$ cat config.mk
export PLATFORM = sky130hd
export DESIGN_NAME = sql_keyword_prefix_detector_top
export DESIGN_NICKNAME = d
export VERILOG_FILES = /design/src/design/sqlkpd_pkg.sv /design/src/design/sqlkpd_front.sv /design/src/design/sqlkpd_queue.sv /design/src/design/sqlkpd_back.sv /design/src/design/sql_keyword_prefix_detector_top.sv
export SDC_FILE = /design/constraint.sdc
export NUM_CORES = 1
export LEC_CHECK = 0
export BUFFER_PORTS_ARGS = -buffer_cell sky130_fd_sc_hd__buf_2
export CAP_MARGIN = 20
export CORE_ASPECT_RATIO = 1.5
export CORE_MARGIN = 2
export CORE_UTILIZATION = 30
export DETAILED_ROUTE_END_ITERATION = 8
export SLEW_MARGIN = 20
export SYNTH_ARGS = -nofsm -noshare
export SYNTH_HDL_FRONTEND = slang
export SYNTH_HIERARCHICAL = 1
export SYNTH_SLANG_ARGS = --single-unit
$ cat constraint.sdc
create_clock -name clk -period 8.69 [get_ports clk]
set_input_delay 1.3035 -clock clk [delete_from_list [all_inputs] [get_ports clk]]
set_output_delay 1.3035 -clock clk [all_outputs]
set_load 0.1 [all_outputs]
$ cat src/design/sqlkpd_pkg.sv
// shared types, constants and keyword tables for the show-trace prefix detector
// no dependencies; imported by every module of the block
package sqlkpd_pkg;

  localparam int QUEUE_DEPTH_DEF = 4;

  localparam logic [7:0] CH_SPACE = 8'h20;
  localparam logic [7:0] CH_TAB   = 8'h09;
  localparam logic [7:0] CH_LF    = 8'h0a;
  localparam logic [7:0] CH_CR    = 8'h0d;
  localparam logic [7:0] CH_FF    = 8'h0c;
  localparam logic [7:0] CH_SLASH = 8'h2f;
  localparam logic [7:0] CH_STAR  = 8'h2a;
  localparam logic [7:0] CH_DASH  = 8'h2d;
  localparam logic [7:0] CH_HASH  = 8'h23;
  localparam logic [7:0] CH_USCORE = 8'h5f;
  localparam logic [7:0] CH_DOLLAR = 8'h24;

  localparam logic       PHASE_SHOW  = 1'b0;
  localparam logic       PHASE_TRACE = 1'b1;
  localparam logic [2:0] LEN_SHOW    = 3'd4;
  localparam logic [2:0] LEN_TRACE   = 3'd5;

  typedef enum logic [2:0] {
    MODE_SKIP,
    MODE_SLASH,
    MODE_DASH,
    MODE_LINE,
    MODE_BLOCK,
    MODE_WORD,
    MODE_DONE,
    MODE_FAIL
  } scan_mode_t;

  // classified byte as it travels from the front to the back
  typedef struct packed {
    logic [7:0] fold;
    logic       space;
    logic       slash;
    logic       dash;
    logic       hash;
    logic       star;
    logic       lf;
    logic       word;
    logic       last;
  } byte_info_t;

  function automatic logic [7:0] kw_char(input logic phase, input logic [2:0] pos);
    logic [7:0] ch;
    ch = 8'h00;
    if (phase == PHASE_SHOW) begin
      unique case (pos)
        3'd0: ch = "s";
        3'd1: ch = "h";
        3'd2: ch = "o";
        3'd3: ch = "w";
        default: ch = 8'h00;
      endcase
    end else begin
      unique case (pos)
        3'd0: ch = "t";
        3'd1: ch = "r";
        3'd2: ch = "a";
        3'd3: ch = "c";
        3'd4: ch = "e";
        default: ch = 8'h00;
      endcase
    end
    return ch;
  endfunction

  function automatic logic [2:0] kw_len(input logic phase);
    return (phase == PHASE_SHOW) ? LEN_SHOW : LEN_TRACE;
  endfunction

endpackage

$ cat src/design/sqlkpd_front.sv
// front stage: accepts text bytes and classifies them into byte_info_t
// depends on sqlkpd_pkg
module sqlkpd_front (
  input  logic                   clk,
  input  logic                   rst,
  input  logic                   in_valid,
  output logic                   in_stall,
  input  logic [7:0]             text_byte,
  input  logic                   is_last,
  output logic                   f_valid,
  output sqlkpd_pkg::byte_info_t f_info,
  input  logic                   q_full
);
  import sqlkpd_pkg::*;

  byte_info_t info_next;
  logic       accept;
  logic       push;

  assign in_stall = f_valid && q_full;
  assign accept   = in_valid && !in_stall;
  assign push     = f_valid && !q_full;

  always_comb begin
    info_next.fold  = (text_byte >= "A" && text_byte <= "Z") ? text_byte + 8'd32 : text_byte;
    info_next.space = text_byte == CH_SPACE || text_byte == CH_TAB || text_byte == CH_LF ||
                      text_byte == CH_CR || text_byte == CH_FF;
    info_next.slash = text_byte == CH_SLASH;
    info_next.dash  = text_byte == CH_DASH;
    info_next.hash  = text_byte == CH_HASH;
    info_next.star  = text_byte == CH_STAR;
    info_next.lf    = text_byte == CH_LF;
    info_next.word  = (text_byte >= "a" && text_byte <= "z") ||
                      (text_byte >= "A" && text_byte <= "Z") ||
                      (text_byte >= "0" && text_byte <= "9") ||
                      text_byte == CH_USCORE || text_byte == CH_DOLLAR;
    info_next.last  = is_last;
  end

  always_ff @(posedge clk) begin
    if (rst) begin
      f_valid <= 1'b0;
    end else if (accept) begin
      f_valid <= 1'b1;
    end else if (push) begin
      f_valid <= 1'b0;
    end
  end

  always_ff @(posedge clk) begin
    if (accept) begin
      f_info <= info_next;
    end
  end

endmodule

$ cat src/design/sqlkpd_queue.sv
// short queue of classified bytes between the front and the back
// depends on sqlkpd_pkg
module sqlkpd_queue #(
  parameter int QUEUE_DEPTH = sqlkpd_pkg::QUEUE_DEPTH_DEF
) (
  input  logic                   clk,
  input  logic                   rst,
  input  logic                   push,
  input  sqlkpd_pkg::byte_info_t push_info,
  output logic                   full,
  input  logic                   pop,
  output logic                   head_valid,
  output sqlkpd_pkg::byte_info_t head_info
);
  import sqlkpd_pkg::*;

  localparam int PtrW = (QUEUE_DEPTH > 1) ? $clog2(QUEUE_DEPTH) : 1;
  localparam int CntW = $clog2(QUEUE_DEPTH + 1);
  localparam logic [PtrW-1:0] PtrLast = PtrW'(QUEUE_DEPTH - 1);
  localparam logic [CntW-1:0] CntFull = CntW'(QUEUE_DEPTH);

  byte_info_t      mem [QUEUE_DEPTH];
  logic [PtrW-1:0] wr_ptr;
  logic [PtrW-1:0] rd_ptr;
  logic [CntW-1:0] count;
  logic            do_push;
  logic            do_pop;

  assign full       = count == CntFull;
  assign head_valid = count != '0;
  assign head_info  = mem[rd_ptr];
  assign do_push    = push && !full;
  assign do_pop     = pop && head_valid;

  always_ff @(posedge clk) begin
    if (rst) begin
      wr_ptr <= '0;
      rd_ptr <= '0;
      count  <= '0;
    end else begin
      if (do_push) begin
        wr_ptr <= (wr_ptr == PtrLast) ? '0 : wr_ptr + 1'b1;
      end
      if (do_pop) begin
        rd_ptr <= (rd_ptr == PtrLast) ? '0 : rd_ptr + 1'b1;
      end
      if (do_push && !do_pop) begin
        count <= count + 1'b1;
      end else if (do_pop && !do_push) begin
        count <= count - 1'b1;
      end
    end
  end

  always_ff @(posedge clk) begin
    if (do_push) begin
      mem[wr_ptr] <= push_info;
    end
  end

endmodule

$ cat src/design/sqlkpd_back.sv
// back end: keyword scanner state machine and the result register
// depends on sqlkpd_pkg
module sqlkpd_back (
  input  logic                   clk,
  input  logic                   rst,
  input  logic                   head_valid,
  input  sqlkpd_pkg::byte_info_t head_info,
  output logic                   pop,
  output logic                   out_valid,
  input  logic                   out_stall,
  output logic                   is_match
);
  import sqlkpd_pkg::*;

  scan_mode_t mode;
  scan_mode_t mode_next;
  scan_mode_t step_mode;
  scan_mode_t sk_mode;
  logic       phase;
  logic       phase_next;
  logic       step_phase;
  logic       sk_phase;
  logic       sk_hit;
  logic [2:0] kpos;
  logic [2:0] kpos_next;
  logic [2:0] step_kpos;
  logic       star_seen;
  logic       star_seen_next;
  logic       step_star;
  logic       match_now;

  // where a keyword may start: the end of show hands over to trace
  assign sk_phase = (mode == MODE_WORD) ? PHASE_TRACE : phase;
  assign sk_hit   = head_info.fold == kw_char(sk_phase, 3'd0);

  always_comb begin
    priority if (head_info.space) begin
      sk_mode = MODE_SKIP;
    end else if (head_info.slash) begin
      sk_mode = MODE_SLASH;
    end else if (head_info.dash) begin
      sk_mode = MODE_DASH;
    end else if (head_info.hash) begin
      sk_mode = MODE_LINE;
    end else if (sk_hit) begin
      sk_mode = MODE_WORD;
    end else begin
      sk_mode = MODE_FAIL;
    end
  end

  // next state
  always_comb begin
    step_mode  = mode;
    step_phase = phase;
    step_kpos  = kpos;
    step_star  = star_seen;
    unique case (mode)
      MODE_SKIP: begin
        step_mode = sk_mode;
        if (sk_mode == MODE_WORD) begin
          step_kpos = 3'd1;
        end
      end
      MODE_SLASH: begin
        if (head_info.star) begin
          step_star = 1'b0;
          step_mode = MODE_BLOCK;
        end else begin
          step_mode = MODE_FAIL;
        end
      end
      MODE_DASH: begin
        step_mode = head_info.dash ? MODE_LINE : MODE_FAIL;
      end
      MODE_LINE: begin
        if (head_info.lf) begin
          step_mode = MODE_SKIP;
        end
      end
      MODE_BLOCK: begin
        if (star_seen && head_info.slash) begin
          step_star = 1'b0;
          step_mode = MODE_SKIP;
        end else begin
          step_star = head_info.star;
        end
      end
      MODE_WORD: begin
        if (kpos < kw_len(phase)) begin
          if (head_info.fold == kw_char(phase, kpos)) begin
            step_kpos = kpos + 3'd1;
          end else begin
            step_mode = MODE_FAIL;
          end
        end else if (head_info.word) begin
          step_mode = MODE_FAIL;
        end else if (phase == PHASE_SHOW) begin
          step_phase = PHASE_TRACE;
          step_kpos  = (sk_mode == MODE_WORD) ? 3'd1 : 3'd0;
          step_mode  = sk_mode;
        end else begin
          step_mode = MODE_DONE;
        end
      end
      MODE_DONE: begin
      end
      MODE_FAIL: begin
      end
    endcase

    // the last byte returns the scanner to its start for the next statement
    if (head_info.last) begin
      mode_next      = MODE_SKIP;
      phase_next     = PHASE_SHOW;
      kpos_next      = 3'd0;
      star_seen_next = 1'b0;
    end else begin
      mode_next      = step_mode;
      phase_next     = step_phase;
      kpos_next      = step_kpos;
      star_seen_next = step_star;
    end
  end

  // outputs
  always_comb begin
    pop       = head_valid && (!head_info.last || !out_valid || !out_stall);
    match_now = step_mode == MODE_DONE ||
                (step_mode == MODE_WORD && step_phase == PHASE_TRACE && step_kpos == LEN_TRACE);
  end

  always_ff @(posedge clk) begin
    if (rst) begin
      mode      <= MODE_SKIP;
      phase     <= PHASE_SHOW;
      kpos      <= 3'd0;
      star_seen <= 1'b0;
    end else if (pop) begin
      mode      <= mode_next;
      phase     <= phase_next;
      kpos      <= kpos_next;
      star_seen <= star_seen_next;
    end
  end

  always_ff @(posedge clk) begin
    if (rst) begin
      out_valid <= 1'b0;
    end else if (pop && head_info.last) begin
      out_valid <= 1'b1;
    end else if (!out_stall) begin
      out_valid <= 1'b0;
    end
  end

  always_ff @(posedge clk) begin
    if (pop && head_info.last) begin
      is_match <= match_now;
    end
  end

  a_last_resets: assert property (@(posedge clk) disable iff (rst)
    pop && head_info.last |=> mode == MODE_SKIP && phase == PHASE_SHOW && kpos == 3'd0)
    else $error("scanner not back at start after last byte");

  a_done_sticks: assert property (@(posedge clk) disable iff (rst)
    pop && !head_info.last && mode == MODE_DONE |=> mode == MODE_DONE)
    else $error("completed match lost before last byte");

  a_kpos_range: assert property (@(posedge clk) disable iff (rst)
    kpos <= LEN_TRACE && (phase == PHASE_TRACE || kpos <= LEN_SHOW))
    else $error("keyword position beyond keyword length");

  a_no_result_overwrite: assert property (@(posedge clk) disable iff (rst)
    out_valid && out_stall |=> out_valid && $stable(is_match))
    else $error("pending result overwritten");

endmodule

$ cat src/design/sql_keyword_prefix_detector_top.sv
// top level of the show-trace prefix detector: front, queue and back
// depends on sqlkpd_pkg, sqlkpd_front, sqlkpd_queue, sqlkpd_back
//
// usage: statement text enters one byte per item on the input channel
// (text_byte, is_last, in_valid/in_stall). the byte marked is_last closes the
// statement and yields exactly one result item on the output channel
// (is_match, out_valid/out_stall); other bytes yield nothing. is_match is 1
// when the text opens with the keywords show then trace, case-insensitive,
// with white space and comments allowed before each keyword.
// throughput: one byte per cycle sustained while no result is held by out_stall;
// the scanner state advances one byte a cycle in the back end.
// result path: the last byte moves from the front register into the queue, then
// from the queue head into the result register; it waits longer if the queue
// holds earlier bytes.
// reset: rst is synchronous, active high; it empties the queue, drops any
// pending result and puts the scanner at the start of a statement.
// stall: while out_stall holds a result, the back keeps consuming bytes up to
// the next last byte; then the queue fills and in_stall rises.
module sql_keyword_prefix_detector_top #(
  parameter int QUEUE_DEPTH = sqlkpd_pkg::QUEUE_DEPTH_DEF
) (
  input  logic       clk,
  input  logic       rst,
  input  logic       in_valid,
  output logic       in_stall,
  input  logic [7:0] text_byte,
  input  logic       is_last,
  output logic       out_valid,
  input  logic       out_stall,
  output logic       is_match
);
  import sqlkpd_pkg::*;

  logic       f_valid;
  byte_info_t f_info;
  logic       q_full;
  logic       q_pop;
  logic       head_valid;
  byte_info_t head_info;

  sqlkpd_front u_front (
    .clk       (clk),
    .rst       (rst),
    .in_valid  (in_valid),
    .in_stall  (in_stall),
    .text_byte (text_byte),
    .is_last   (is_last),
    .f_valid   (f_valid),
    .f_info    (f_info),
    .q_full    (q_full)
  );

  sqlkpd_queue #(
    .QUEUE_DEPTH (QUEUE_DEPTH)
  ) u_queue (
    .clk        (clk),
    .rst        (rst),
    .push       (f_valid),
    .push_info  (f_info),
    .full       (q_full),
    .pop        (q_pop),
    .head_valid (head_valid),
    .head_info  (head_info)
  );

  sqlkpd_back u_back (
    .clk        (clk),
    .rst        (rst),
    .head_valid (head_valid),
    .head_info  (head_info),
    .pop        (q_pop),
    .out_valid  (out_valid),
    .out_stall  (out_stall),
    .is_match   (is_match)
  );

endmodule

Word level (Yosys, flattened, before mapping)
Memory sizes are Yosys's and may differ from the RTL's. A register that Yosys moved wholly into a read port is not among the register bits.
Cells that the tools add are included.
{"block": "word_totals", "regBits": 34, "n_memories": 1, "ram_bits": 64, "latch_bits": 0, "out_inout_bits": 3, "rom_bits": 0}
{"block": "classes", "order_cmp": 7, "reduce_logical": 39, "bitwise": 0, "n_shift": 0, "multipliers": 0, "muxes": 52, "div": 0, "add_sub_neg": 6, "n_eq_ne": 31}
{"name": "u_queue.mem", "words": 4, "width": 16, "rd": 1, "rd_ports_with_merged_regs": 1, "write_ports": 1, "line": "sqlkpd_queue.sv:22", "text": "byte_info_t mem [QUEUE_DEPTH];"}
{"cell": "3-bit 2-to-1 mux", "count": 21}
{"cell": "8-bit by 6-bit equality test with 1-bit output (second input constant)", "count": 6}
{"cell": "7-bit one-hot mux with 5 select lines", "count": 1}
{"cell": "8-bit by 4-bit equality test with 1-bit output (second input constant)", "count": 4}
{"cell": "8-bit 2-to-1 mux", "count": 4}
{"cell": "7-bit one-hot mux with 4 select lines", "count": 1}
{"cell": "3-bit equality test (second input constant)", "count": 8}
{"cell": "3-bit one-hot mux with 6 select lines", "count": 1}
{"cell": "8-bit by 7-bit >= comparator with 1-bit output (second input constant)", "count": 2}
{"cell": "8-bit by 7-bit <= comparator with 1-bit output (second input constant)", "count": 2}
{"cell": "1-bit 2-to-1 mux", "count": 16}
{"cell": "1-bit logical AND", "count": 14}
{"cell": "3-bit by 2-bit equality test with 1-bit output (second input constant)", "count": 4}
{"cell": "2-bit 2-to-1 mux", "count": 6}
{"cell": "1-bit logical OR", "count": 11}
{"cell": "8-bit by 6-bit adder with 8-bit output (second input constant)", "count": 1}
{"cell": "8-bit by 7-bit equality test with 1-bit output", "count": 1}
{"cell": "8-bit by 7-bit equality test with 1-bit output (second input constant)", "count": 1}
{"cell": "8-bit equality test", "count": 1}
{"cell": "8-bit by 6-bit >= comparator with 1-bit output (second input constant)", "count": 1}
{"cell": "8-bit by 6-bit <= comparator with 1-bit output (second input constant)", "count": 1}
{"cell": "1-bit logical NOT", "count": 7}
{"cell": "3-bit by 1-bit adder with 3-bit output (second input constant)", "count": 2}
{"cell": "3-bit by 1-bit equality test with 1-bit output (second input constant)", "count": 2}
{"cell": "other kinds (12)", "count": 17}

Logic depth before layout (Yosys ltp)
{"block": "logic_depth", "depth_word": 18, "mapped_depth": 12, "mapped_depth_nobuf": 11}

By module
The synthesis kept the hierarchy.
{"mod": "sqlkpd_queue", "cells_per_inst": 134, "area_each_um2": 2811.4, "seq_area_each_um2": 2102.0, "n_inst": 1}
{"mod": "sqlkpd_back", "cells_per_inst": 157, "area_each_um2": 1163.6, "seq_area_each_um2": 210.2, "n_inst": 1}
{"mod": "sqlkpd_front", "cells_per_inst": 71, "area_each_um2": 889.6, "seq_area_each_um2": 500.5, "n_inst": 1}

Worst setup path before layout
Ideal clock, no wire load.
{"block": "synth_timing", "path_type": "input to register", "startpoint": "input port out_stall", "endpoint": "register u_queue.count[2]", "setup_ns": 0.070, "arrival_ns": 3.019, "path_buffers": 0, "slack_ns": 5.601, "path_stages": 10, "path_cell_list": "nand3_1 -> nand2_1 -> inv_1 -> o31ai_2 -> ha_1 -> inv_1 -> fa_1 -> xor2_1 -> or3_1 -> a21oi_1"}
{"block": "synth_between", "elab_chain_cells": 7}
{"element": "from (decl)", "line": "sql_keyword_prefix_detector_top.sv:29", "text": "input logic out_stall,"}
{"element": "1-bit logical NOT *", "line": "sqlkpd_back.sv:128", "text": "pop = head_valid && (!head_info.last || !out_valid || !out_stall);"}
{"element": "1-bit logical OR *", "line": "sqlkpd_back.sv:128"}
{"element": "1-bit logical AND *", "line": "sqlkpd_back.sv:128"}
{"element": "net q_pop", "line": "sql_keyword_prefix_detector_top.sv:37", "text": "logic q_pop;"}
{"element": "1-bit logical AND *", "line": "sqlkpd_queue.sv:33", "text": "assign do_pop = pop && head_valid;"}
{"element": "1-bit logical NOT", "line": "sqlkpd_queue.sv:47", "text": "if (do_push && !do_pop) begin"}
{"element": "1-bit logical AND", "line": "sqlkpd_queue.sv:47"}
{"element": "3-bit 2-to-1 mux or 2-bit nonzero test (tied branches)"}
{"element": "to (signal assigned)", "line": "sqlkpd_queue.sv:48", "text": "count <= count + 1'b1;"}
{"element": "to (signal assigned)", "line": "sqlkpd_queue.sv:50", "text": "count <= count - 1'b1;"}
{"element": "to (decl)", "line": "sqlkpd_queue.sv:25", "text": "logic [CntW-1:0] count;"}
Mark *: on every way through the listed nets, which the timed path passes. The rest lies on a longest branch.
A chain may end at the register's enable or synchronous reset.

==> results by group <==
STA
  • Final Slew Violations: 0
  • TNS Setup: 0 ns
  • Final hold vios: 0
  • Tcrit/Tclk final: ~37%
  • Slew HR: about two fifths
  • Final setup fails: 0
  • Hold WS: slightly below 0.5 ns
  • Least-Margin Pin Slew: 0.901 ns
  • Max Clock Skew: ~0.0052 ns
  • Fmax: 309 MHz
  • RSZ-0062 raised after global routing: no
  • Period minus WS final: about 3.2 ns

Drt
  • Via count: between 2000 and 3000
  • DR WL/cell: ~15 µm
  • Number of remaining DRC errors: 0
  • Routed wire length: between 9000 and 10000 µm
  • Mean number of vias per cell: ~5
  • Initial DRC count: 140
  • Post-route ant nets: 0
  • Detailed Routing Iterations Pass 1: 4

Synthesis
  • Average cell area after synthesis: about 13 µm²
  • Synthesized instance count: ~360
  • Syn nets: 390
  • Synth area leader: edfxtp_1
  • Top cells by area, synth: edfxtp_1 (50%), dfxtp_1 (7.8%), mux4_2 (7.4%)
  • Number of synthesized flops with an enable pin: slightly above 80
  • Synth cell types: 74
  • Seq/Total Area, Yosys: just under 60%
  • Cell area after synthesis: ~4900 µm²
  • Synth Register Bits: 100
  • Post-synth top flop: edfxtp_1
  • Area share of the leading cell type in the synthesized netlist: around 50%
  • Ys async rst share: 0%
  • YS warnings: 6

Critical path
  • CP endpoint kind: flip-flop
  • Critical path arrival: ~3.3 ns
  • R2r setup slk: between 5 and 6 ns
  • Critical R2R Capture: u_back/is_match
  • Crit Path Class: flip-flop to flip-flop
  • Crit Path Max Fanout: 16
  • WP data required: 8.78 ns
  • CP Launch Type: flip-flop
  • Reg2Reg Depth: 7

Cells and area
  • Ant diodes: 0
  • Final core occ: roughly a third
  • Area growth from synthesis to layout: 11.0%
  • Ratio of cells with drive above 1 in the final layout: 18.5%
  • Finished Cell Area: about 5400 µm²
  • Total Nets Final: ~400

GRT
  • Tot GR Track Use: 11.0%
  • Largest net degree at the start of global routing: 23
  • Vias in the first global route: between 3000 and 4000
  • First-pass GRT wire length: ~15000 µm
  • Overflow after GRT: 0
  • Initial antenna violation count: 0

Clock network
  • CTS H-tree lvls: 3
  • CTS Root Cell: clkbuf_16
  • Clk sinks: 100
  • Worst skew pair latency: approximately 0.34 ns
  • CTS Buffer Depth: 2
  • CTS tree: done
  • Clk slew on worst S/H paths: approximately 0.060 ns
  • CTS Buf Count: 9
  • Resize count post-CTS: 0
  • Post-CTS Hold Fix Bufs: 0
  • Setup bufs post-CTS: 0

Run status
  • Status: finished, final reports clean

Floorplan
  • I/O pins: 16
  • Chip width: roughly 110 µm
  • Initial core utilization: 30.3%
  • Die Y: ~160 µm
  • Core area: 16000 µm²
  • Die area: 17300 µm²
  • # rows: 57

Hold path
  • Hold Path Class: flip-flop to flip-flop
  • Hold Startpoint: u_back/star_seen
  • Hold path depth: 2
  • WHS Endpoint: u_back/star_seen

Power
  • Leakage: about 1.8 nW
  • Final Power: ~1.4 mW
  • PwrDens: roughly 250 nW/µm²
  • Max VDD drop: about 0.10 mV

Place
  • GP Congestion: about 0.81
  • Buffers on Ports: 15
  • Post-DP Area: between 5000 and 6000 µm²
  • Detailed-placement wirelength estimate: about 6300 µm

Flow run
  • Max Cap Viol: 0
## kinds of logic after synthesis
family / share of synthesized area (%)
simple gates: 13.0
flops: 57.8
compound gates: 11.6
buf+inv: 4.09
mux: 8.54
fa+ha+maj: 4.01
xor+xnor: 0.900
## Yosys cell counts (6+ instances only)
cell / count
ha_1: 14
mux4_2: 16
nor3_1: 9
nand3_1: 7
edfxtp_1: 81
or3_1: 7
o21ai_0: 6
dfxtp_1: 19
inv_1: 12
a21oi_1: 11
nand4_1: 6
nand2_1: 24
nor2_1: 30
## power by group
part	switching (mW)	leakage (nW)	internal, mW
registers	0.0379	0.908	0.564
clock network	0.168	0.150	0.241
logic	0.210	0.782	0.154
## sequential cells by signal, indices dropped and copies added (netlist names), named ones only
name / count
u_back/is_match: 1
u_queue/wr_ptr: 2
u_front/f_valid: 1
u_queue/rd_ptr: 2
u_queue/mem: 64
u_back/phase: 1
u_back/kpos: 3
u_back/star_seen: 1
u_front/f_info: 16
u_back/mode: 3
u_queue/count: 3
u_back/out_valid: 1
## worst max-delay path: stages (launching register included)
cell,delay [ns]
dfxtp_1,0.83
mux4_2,0.45
or3_4,0.41
a2111oi_4,0.38
nand4_1,0.21
o41ai_2,0.35
nor4_2,0.09
a41o_1,0.25
## stage by stage
| step | std cells | setup WS (ns) |
|---|---|---|
| final | 584 | 5.46 |
| after global routing | 584 | 5.20 |
| after CTS | 584 | 5.41 |
| after detailed placement | 568 | 5.35 |
| after global placement | 568 | 5.45 |
| after floorplan | 362 | 5.60 |
## routing by layer
metal	share of wire (%)	up-vias	GRT usage, %
li1	-	1417	-
met1	41	1455	12.2
met2	54	70	20.0
met3	2.5	16	2.00
met4	2.1	0	4.95
met5	0	-	0
## cells in the final DEF, fill, tap and decap left out, types with 3 or more instances in the layout
cell	n
nor4_1	4
buf_2	15
a21oi_1	11
mux2i_1	4
o22ai_1	3
nand2b_1	3
and2_1	4
inv_1	12
clkbuf_16	9
o21ai_1	3
ha_1	14
edfxtp_1	81
nand4_1	6
mux4_2	16
and3_1	4
nand3_1	7
dfxtp_1	19
nor2b_1	5
xnor2_1	3
a21o_1	5
nor3_1	9
a2bb2oi_1	3
nor3b_1	3
a31oi_1	5
nor2_1	30
o21ai_0	6
nand2_1	24
or3_1	7
## layout make-up
type | count | area, µm²
flip-flops and latches | 100 | 2810
fillers | 1560 | 10600
clock buffers | 12 | 256
repair buffers | 17 | 90.1
well taps | 206 | 258
inverters | 15 | 75.1
clock inverters | 4 | 55.1
multi-input cells | 230 | 1850
## worst max path at each step
stage | from | endpoint | slack, ns | cells after the start
floorplan | out_stall | u_queue/count[2] | 5.60 | 10
global placement | out_stall | u_queue/count[2] | 5.45 | 11
detailed placement | out_stall | u_queue/count[2] | 5.35 | 11
CTS | flip-flop | u_back/is_match | 5.41 | 7
global route | flip-flop | u_queue/count[2] | 5.20 | 11
finish | flip-flop | u_back/is_match | 5.46 | 7
Power figures use the tool's default switching activity.
